$ cat config.mk
export PLATFORM = sky130hd
export DESIGN_NAME = w2s_divider
export DESIGN_NICKNAME = d
export VERILOG_FILES = /design/src/rtl/core/w2s_pkg.sv /design/src/rtl/core/w2s_divider.sv
export SDC_FILE = /design/constraint.sdc
export NUM_CORES = 1
export LEC_CHECK = 0
export BUFFER_PORTS_ARGS = -buffer_cell sky130_fd_sc_hd__buf_2
export CORE_MARGIN = 2
export CORE_UTILIZATION = 38
export CTS_BUF_LIST = sky130_fd_sc_hd__clkbuf_8
export DETAILED_ROUTE_END_ITERATION = 10
export PLACE_DENSITY = 0.64
export SYNTH_ARGS = -nofsm -noshare
export SYNTH_HDL_FRONTEND = slang
export SYNTH_SLANG_ARGS = --single-unit
$ cat constraint.sdc
create_clock -name clk -period 10.2 [get_ports clk]
set_input_delay 0 -clock clk [delete_from_list [all_inputs] [get_ports clk]]
set_output_delay 0 -clock clk [all_outputs]
set_load 0.05 [all_outputs]
$ cat src/rtl/core/w2s_pkg.sv
// Package: shared types and constants for the world-to-screen projection block.
`default_nettype none
package w2s_pkg;
    localparam int CoefW   = 48;
    localparam int PointW  = 32;
    localparam int AccW    = 128;
    localparam int DistW   = 24;
    localparam int NumCoef = 12;
    localparam int IdxW    = 4;

    localparam logic [2:0] CFG_SCREEN_WIDTH  = 3'd0;
    localparam logic [2:0] CFG_SCREEN_HEIGHT = 3'd1;
    localparam logic [2:0] CFG_TOP_OFFSET    = 3'd2;
    localparam logic [2:0] CFG_BOTTOM_OFFSET = 3'd3;
    localparam logic [2:0] CFG_MIN_DEPTH     = 3'd4;

    localparam logic ACT_LOAD    = 1'b0;
    localparam logic ACT_PROJECT = 1'b1;

    typedef logic signed [AccW-1:0] acc_t;
    typedef logic signed [CoefW-1:0] coef_t;
endpackage
`default_nettype wire

$ cat src/rtl/core/w2s_divider.sv
// Restoring divider: one quotient bit per cycle, 128-bit magnitude.
`default_nettype none
module w2s_divider
(
    input  wire logic                     clk,
    input  wire logic                     rst_n,
    input  wire logic                     start,
    input  wire logic [w2s_pkg::AccW-1:0] num,
    input  wire logic [w2s_pkg::AccW-1:0] den,
    output logic                          done,
    output logic [w2s_pkg::AccW-1:0]      quot
);
    import w2s_pkg::*;

    logic [AccW-1:0] rem_reg, rem_next;
    logic [AccW-1:0] q_reg, q_next;
    logic [AccW-1:0] d_reg, d_next;
    logic [7:0]      cnt_reg, cnt_next;
    logic            busy_reg, busy_next;
    logic            done_reg, done_next;
    logic [AccW:0]   trial;
    logic [AccW:0]   shifted;

    always_comb
    begin
        shifted   = {rem_reg, q_reg[AccW-1]};
        trial     = shifted - {1'b0, d_reg};
        rem_next  = rem_reg;
        q_next    = q_reg;
        d_next    = d_reg;
        cnt_next  = cnt_reg;
        busy_next = busy_reg;
        done_next = 1'b0;
        if (start)
        begin
            rem_next  = '0;
            q_next    = num;
            d_next    = den;
            cnt_next  = 8'(AccW);
            busy_next = 1'b1;
        end
        else if (busy_reg)
        begin
            if (!trial[AccW])
            begin
                rem_next = trial[AccW-1:0];
                q_next   = {q_reg[AccW-2:0], 1'b1};
            end
            else
            begin
                rem_next = shifted[AccW-1:0];
                q_next   = {q_reg[AccW-2:0], 1'b0};
            end
            cnt_next = cnt_reg - 8'd1;
            if (cnt_reg == 8'd1)
            begin
                busy_next = 1'b0;
                done_next = 1'b1;
            end
        end
    end

    always_ff @(posedge clk or negedge rst_n)
    begin
        if (!rst_n)
        begin
            busy_reg <= 1'b0;
            done_reg <= 1'b0;
            cnt_reg  <= '0;
        end
        else
        begin
            busy_reg <= busy_next;
            done_reg <= done_next;
            cnt_reg  <= cnt_next;
        end
    end

    always_ff @(posedge clk)
    begin
        rem_reg <= rem_next;
        q_reg   <= q_next;
        d_reg   <= d_next;
    end

    assign done = done_reg;
    assign quot = q_reg;
endmodule
`default_nettype wire

* Word-level counts from Yosys, hierarchy flattened
Index checks and enable logic that the tools add are counted.
** Storage, ports and cells
- Register bits :: 394
- Bits of input ports :: 259
- Output and inout port bits :: 129
- Word-level logic and storage cells :: 22
** Cells by class
- $add $sub $neg :: 2
- Equality and inequality tests :: 1
- Mux-type cells :: 12
- Reduce and logical (&&, ||, !) cells :: 1
** Operators by type and width (count)
- two-way mux 128 bit :: 3
- subtractor 129 x 128 -> 129 bit :: 1
- two-way mux 8 bit :: 2
- == test 8 x 1 -> 1 bit (second input constant) :: 1
- subtractor 8 x 1 -> 8 bit (second input constant) :: 1
- two-way mux 1 bit :: 7
- nonzero test 2 bit :: 1

* Depth between registers and ports, before layout
Gate-level depths: netlist of the first run.
- Word-level depth :: 4
- Mapped depth :: 17
- Depth with buffers taken out :: 15

* Least setup slack after synthesis of the first run
No wires, ideal clock.
- Path kind :: reg2reg
- Start :: register q_reg[127], in the netlist quot[127]
- End :: register rem_reg[104]
- Library setup time :: 0.086 ns
- Arrival time :: 3.727 ns
- Data required time :: 10.114 ns
- Path slack :: 6.387 ns
- Stages on the path, launching flop included :: 17
- Path buffers :: 2
- Clock period less this slack :: 3.813 ns
- Cells stage by stage :: edfxtp_1 > inv_1 > ha_1 > fa_1 > nand2b_1 > a21oi_1 > o211ai_1 > a31o_2 > nand3_1 > o31ai_1 > o21a_1 > o21ai_4 > xnor2_2 > clkbuf_1 > clkbuf_1 > a21oi_1 > a211oi_1
** Between the ends
- Word-level cells in the longest chain between the ends :: 2
** Ends and longest elaborated chain
- from (decl) :: RTL line w2s_divider.sv:16 : logic [AccW-1:0] q_reg, q_next;
- from (signal assigned) :: RTL line w2s_divider.sv:82 : q_reg <= q_next;
- subtractor 129 x 128 -> 129 bit :: RTL line w2s_divider.sv:27 : trial = shifted - {1'b0, d_reg};
- two-way mux 128 bit :: RTL line w2s_divider.sv:44 : if (!trial[AccW])
- to (signal assigned) :: RTL line w2s_divider.sv:81 : rem_reg <= rem_next;
- to (decl) :: RTL line w2s_divider.sv:15 : logic [AccW-1:0] rem_reg, rem_next;
No other way between the ends.
A chain may end at the register's enable or synchronous reset.

* Worst setup path after layout of the first run
- Start :: register rem_reg[22]
- End :: register q_reg[0], in the netlist quot[0] (data pin)
** Between the ends
- Word-level cells in the longest chain between the ends :: 4
** Ends and longest elaborated chain
- subtractor 129 x 128 -> 129 bit :: RTL line w2s_divider.sv:27
- two-way mux 1 bit :: RTL line w2s_divider.sv:44
- two-way mux 128 bit :: RTL line w2s_divider.sv:42 : else if (busy_reg)
- two-way mux 128 bit :: RTL line w2s_divider.sv:34 : if (start)
- net q_next[0] :: RTL line w2s_divider.sv:16
The timed path passes the listed nets, and every way through them passes these cells. The select of a mux whose other input is x is not followed.

==> results of run 1 <==
-- stage by stage --
stage,setup WS (ns),cell area (um2)
after floorplan,6.39,24400
after global placement,5.55,26800
after detailed placement,5.35,26800
after CTS,5.06,31100
after global routing,4.72,31100
final,5.04,31100
-- area by class of cell --
| class | count | area, um2 |
|---|---|---|
| Fill cell | 5933 | 32200 |
| Multi-Input combinational cell | 1880 | 12500 |
| Sequential cell | 394 | 10500 |
| Timing Repair Buffer | 694 | 5000 |
| Tap cell | 846 | 1060 |
| Clock buffer | 73 | 1000 |
| Inverter | 169 | 637 |
| Clock inverter | 62 | 362 |
| Antenna cell | 4 | 10.0 |
-- cells by family (layout without fill, tap and decap cells) --
group           after synthesis  count (layout)
compound gates              769             769
simple gates                709             709
flops                       394             394
buf+inv                     315             998
mux                         149             149
fa+ha+maj                   131             131
xor+xnor                    122             122
other cells                   0               4
-- layout by cell type, fill, tap and decap left out, types with 66 or more instances in the layout --
| cell | n |
|---|---|
| edfxtp_1 | 256 |
| dfxtp_1 | 128 |
| dlygate4sd3_1 | 293 |
| mux2_2 | 128 |
| xnor2_1 | 77 |
| nand2_1 | 182 |
| o21ai_0 | 143 |
| nand4_1 | 66 |
| inv_1 | 195 |
| clkbuf_8 | 73 |
| a21oi_1 | 300 |
| ha_1 | 130 |
| nor2_1 | 294 |
| buf_2 | 386 |
| a211oi_1 | 98 |
-- final timing paths --
path                              from          end  slack, ns
hold reg to reg            rem_reg[28]  rem_reg[28]       0.48
setup reg to reg           rem_reg[22]      quot[0]       5.04
hold / removal                 den[91]    d_reg[91]       0.05
min in group asynchronous        rst_n   cnt_reg[1]       0.42
max in group asynchronous        rst_n     busy_reg       9.43
setup / recovery           rem_reg[22]      quot[0]       5.04
-- routing by layer --
metal | share of wire [%] | up-vias | GRT usage [%]
li1 | - | 10711 | -
met1 | 43 | 10438 | 29.4
met2 | 47 | 804 | 39.2
met3 | 6.0 | 173 | 4.45
met4 | 3.6 | 6 | 9.22
met5 | 0.044 | - | 0
-- timing repair --
item | CTS | global route
endpoints found under the hold margin | 307 | 0
buffers inserted | 0 | 0
hold buffers | 293 | 0
-- power groups by stage --
| stage | Clock (uW) | Combinational (uW) | Sequential, uW |
|---|---|---|---|
| final | 1470 | 3960 | 2370 |
| after global routing | 1590 | 4340 | 2420 |
| after CTS | 1520 | 3900 | 2370 |
| after detailed placement | 0 | 3790 | 2390 |
| after global placement | 0 | 3800 | 2380 |
| after floorplan | 0 | 2770 | 2570 |
==> impl_metrics.json, run 1 <==
{
  "synth_top_area_share_pct": 31.5,
  "seq_area_frac_synth_pct": 43.0,
  "core_um2": 63300,
  "antenna_found_initial": 6,
  "ios": 388,
  "yosys_warnings": 0,
  "max_cap_violations": 0,
  "dieWidth_um": 257,
  "synthToLayoutAreaGrowth_pct": 27.4,
  "fmax_mhz": 194,
  "synth_ff_type": "edfxtp_1",
  "rows": 92,
  "detail-route-antenna-nets": 0,
  "cts_resized": 0,
  "worst_setup_path_start_kind": "flop",
  "grt_pass1_wl_um": 123000,
  "drt_iter0_markers": 1457,
  "synth.area.top_cells": "edfxtp_1 (32%), dfxtp_1 (11%), ha_1 (6.7%)",
  "p_sw_uw": 3510,
  "report.power.total_uw": 7800,
  "crit_chain": "ha_1, a21oi_1, o21ai_0, and3_1, a31oi_1, nand3_1, o31ai_1, o21a_1, o21ai_4, xnor2_4, buf_4, o21ai_0, dlygate4sd3_1",
  "synth_most_common_cell": "a21oi_1",
  "synth_commonest_cells": "a21oi_1 (300), nor2_1 (295), edfxtp_1 (256)",
  "dieArea_um2": 66200,
  "powerDensity_nw_per_um2": 251,
  "period_share_pct": 50.6,
  "syn_nets": 2979,
  "critical_path_arrival_ns": 5.59,
  "finalNetCount": 3602,
  "num_vias": 22132,
  "synth_async_sr_flop_share_pct": 2.54,
  "port_buffers": 387,
  "wire_per_inst_um": 19.2,
  "wl_um": 79100,
  "cts_buffer_depth": 3,
  "crit_type": "reg2reg",
  "final-hold-violation-count": 0,
  "syn_area_um2": 24400,
  "root_buffer": "clkbuf_8",
  "dieHeight_um": 257,
  "routabilityCongestion": 0.931,
  "p_seq_share_pct": 30.4,
  "drive_above_1_share_pct": 20.0,
  "synth_compound_area_share_pct": 19.7,
  "synth.avg_cell_area_um2": 9.42,
  "stdcell_count": 4122,
  "ff2ff_path_depth": 13,
  "dp_cells": 3690,
  "synth_top_family_by_area": "compound AO/OA/AOI/OAI gates",
  "outcome": "finished clean",
  "ys_ff_latch": 394,
  "numCtsBuffers": 73,
  "clk_pin_slew_ns": 0.06,
  "hold_depth": 2,
  "yosys.area_share.simple_pct": 13.4,
  "grt_usage_pct": 23.3,
  "p_clk_share_pct": 18.9,
  "critPathMaxStageDelay_ns": 0.82,
  "initial_core_util_pct": 38.5,
  "slew_headroom_pct": 25.3,
  "synth_xor_area_share_pct": 4.44,
  "tightest_slew_ns": 1.12,
  "grt_pass1_vias": 22313,
  "synth_edf_count": 256,
  "yosys.area.top_type": "edfxtp_1",
  "crit_family": "compound AO/OA/AOI/OAI gates",
  "clk_latency_ns": 0.68,
  "utilization_pct": 49.1,
  "via_per_inst": 5.37,
  "worstPathRequired_ns": 10.63,
  "htree_levels": 3,
  "synthCells": 2589,
  "drcViolationCount": 0,
  "synth_adder_area_share_pct": 6.75,
  "cts_sinks": 394,
  "dp_hpwl_um": 55600,
  "period_needed_ns": 5.16,
  "netSwitchingFraction_pct": 44.9,
  "holdWs_ns": 0.0451,
  "p_leak_uw": 0.0130,
  "internal_power_uw": 4300,
  "crit_fanout": 99,
  "dr.pass1.iters": 5,
  "gr-total-overflow": 0,
  "slew_violations": 0,
  "combPwrFrac_pct": 50.7,
  "crit_cells": 13,
  "critPathSlowestCell": "buf_4",
  "synth_mux_area_share_pct": 6.79,
  "clock_skew_ns": 0.0434,
  "cts_tree": "built",
  "grt_max_degree": 128,
  "cpMostUsedCell": "o21ai_0",
  "end_kind": "flop",
  "setup_tns_ns": 0,
  "rsz0062_at_grt": "no",
  "setup_violations": 0,
  "vdd_drop_max_mv": 0.138,
  "synth.distinct_cells": 93,
  "worstHoldPathType": "in2reg",
  "crit_buf_inv": 2
}
No activity file was read; power rests on OpenSTA's default activity.
==> inputs of run 2 (changes only) <==
Clock period 10.2 ns to 5.2 ns, I/O delays scaled along.
==> run 2 against run 1 <==
Effect of this change:
- clock power increased by 110%
- count of clock-buffer cells in the layout grew 7
- via count is 1.6% higher
- register-to-register slack worse by 4.2 ns
- critical path depth grew 3
- maximum frequency grew 19%
- non-clock buffer count is 23 higher
- setup slack got worse by 4.2 ns
- wire length rose by 2.9%
- largest cell class unchanged
==> impl_metrics.json, run 2 (synthesis gave the netlist of run 1 again) <==
{
  "clk_latency_ns": 0.69,
  "core_um2": 63300,
  "via_per_inst": 5.42,
  "period_needed_ns": 4.34,
  "grt_use_met1_pct": 29.2,
  "setup_violations": 0,
  "rows": 92,
  "grt_most_used_layer": "met2",
  "setup_tns_ns": 0,
  "fillCellCount": 5947,
  "dp_cells": 3698,
  "ff2ff_path_depth": 16,
  "wl_um": 81300,
  "seq_area_um2": 10500,
  "worst_setup_path_start_kind": "flop",
  "critical_path_arrival_ns": 4.86,
  "internal_power_uw": 8670,
  "final-hold-violation-count": 0,
  "cts_sinks": 394,
  "gr-total-overflow": 0,
  "netSwitchingFraction_pct": 44.5,
  "finalNetCount": 3629,
  "wire_per_inst_um": 19.6,
  "end_kind": "flop",
  "multi_input_area_um2": 12500,
  "grt_pass1_vias": 22541,
  "outcome": "finished clean",
  "drive_above_1_share_pct": 20.5,
  "mostFrequentLayoutCell": "buf_2",
  "slew_headroom_pct": 44.3,
  "met3_usage_pct": 5.00,
  "dp_hpwl_um": 56500,
  "antenna_found_initial": 10,
  "dieHeight_um": 257,
  "dr.pass1.iters": 6,
  "tightest_slew_ns": 0.836,
  "grt_pass1_wl_um": 124000,
  "ios": 388,
  "cts_tree": "built",
  "fmax_mhz": 230,
  "drcViolationCount": 0,
  "root_buffer": "clkbuf_8",
  "dieArea_um2": 66200,
  "rsz0062_at_grt": "no",
  "combPwrFrac_pct": 50.4,
  "powerDensity_nw_per_um2": 497,
  "worstPathRequired_ns": 5.71,
  "cts_buffer_depth": 3,
  "p_leak_uw": 0.0132,
  "grt_max_degree": 122,
  "worstHoldPathType": "in2reg",
  "max_cap_violations": 0,
  "layout_common_cells": "buf_2 (386), dlygate4sd3_1 (308), a21oi_1 (300)",
  "period_share_pct": 83.5,
  "crit_fanout": 29,
  "clk_pin_slew_ns": 0.07,
  "cts_resized": 0,
  "vdd_drop_max_mv": 0.266,
  "p_seq_share_pct": 29.8,
  "numCtsBuffers": 77,
  "port_buffers": 387,
  "grt_usage_pct": 23.6,
  "dieWidth_um": 257,
  "detail-route-antenna-nets": 0,
  "slew_violations": 0,
  "num_vias": 22480,
  "crit_type": "reg2reg",
  "hold_depth": 2,
  "synthToLayoutAreaGrowth_pct": 28.9,
  "p_clk_share_pct": 19.8,
  "r2r_slack_ns": 0.86,
  "p_sw_uw": 6960,
  "stdcell_count": 4150,
  "htree_levels": 3,
  "drt_iter0_markers": 1627,
  "met2_usage_pct": 39.7,
  "initial_core_util_pct": 38.5,
  "clock_skew_ns": 0.0415,
  "routabilityCongestion": 0.953
}
[run 2: cell count changes in the layout (fill, tap and decap cells not counted), sizes merged]
cell / before / now
diode: 4 / 6
bufinv: 2 / 3
dlygate4sd3: 293 / 308
inv: 201 / 200
clkbuf: 73 / 80
clkinv: 26 / 22
buf: 401 / 409
[run 2: path summary, 6_finish.rpt]
kind	startpoint	end
max reg2reg	quot[127]	rem_reg[120]
min in group asynchronous	rst_n	cnt_reg[4]
max in group asynchronous	rst_n	busy_reg
max	quot[127]	rem_reg[120]
min reg2reg	rem_reg[26]	rem_reg[26]
min	den[73]	d_reg[73]
[run 2: critical path, cell delays in order, from the launching register on]
cell	delay, ns
edfxtp_1	0.37
inv_1	0.05
ha_1	0.22
fa_1	0.39
nand2b_1	0.18
a21oi_1	0.20
o211ai_1	0.13
a31o_2	0.29
nand3_1	0.24
o31ai_1	0.20
o21a_1	0.33
o21ai_4	0.28
xor2_4	0.18
buf_4	0.47
nor2_1	0.29
a22oi_1	0.22
o21ai_0	0.11
[run 2: power groups by stage]
stage	combinational [uW]	sequential [uW]	clock, uW
2_1_floorplan	5430	5040	0
5_1_grt	8600	4750	3300
6_report	7870	4660	3100
3_5_place_dp	7490	4680	0
3_3_place_gp	7500	4670	0
4_1_cts	7730	4640	3170
[run 2: metal layers]
layer	vias to the layer above	wire (um)
met3	215	5280
met5	-	51
li1	10797	-
met1	10610	34400
met4	8	3410
met2	850	38200
[run 2: timing repair]
action                    4_1_cts  5_1_grt
hold endpoints to repair      271        0
buffers inserted                0        0
hold buffers                  308        0
[run 2: through the flow]
stage | util (%) | cell area, um2 | worst slack [ns] | hold slack, ns | total power [uW]
6_report | 49.7 | 31400 | 0.856 | 0.0471 | 15600
5_1_grt | 49.7 | 31400 | 0.527 | 0.0214 | 16700
4_1_cts | 49.6 | 31400 | 0.854 | 0.000338 | 15500
3_5_place_dp | 42.4 | 26900 | 0.908 | -0.122 | 12200
3_3_place_gp | 42.4 | 26900 | 0.896 | -0.120 | 12200
2_1_floorplan | - | 24400 | 1.39 | -0.296 | 10500
[run 2: cell type report]
type	instances	area share [%]
Tap cell	846	3.37
Clock inverter	58	1.20
Timing Repair Buffer	717	16.7
Antenna cell	6	0.0477
Inverter	169	2.03
Multi-Input combinational cell	1880	39.7
Clock buffer	80	3.50
Sequential cell	394	33.4
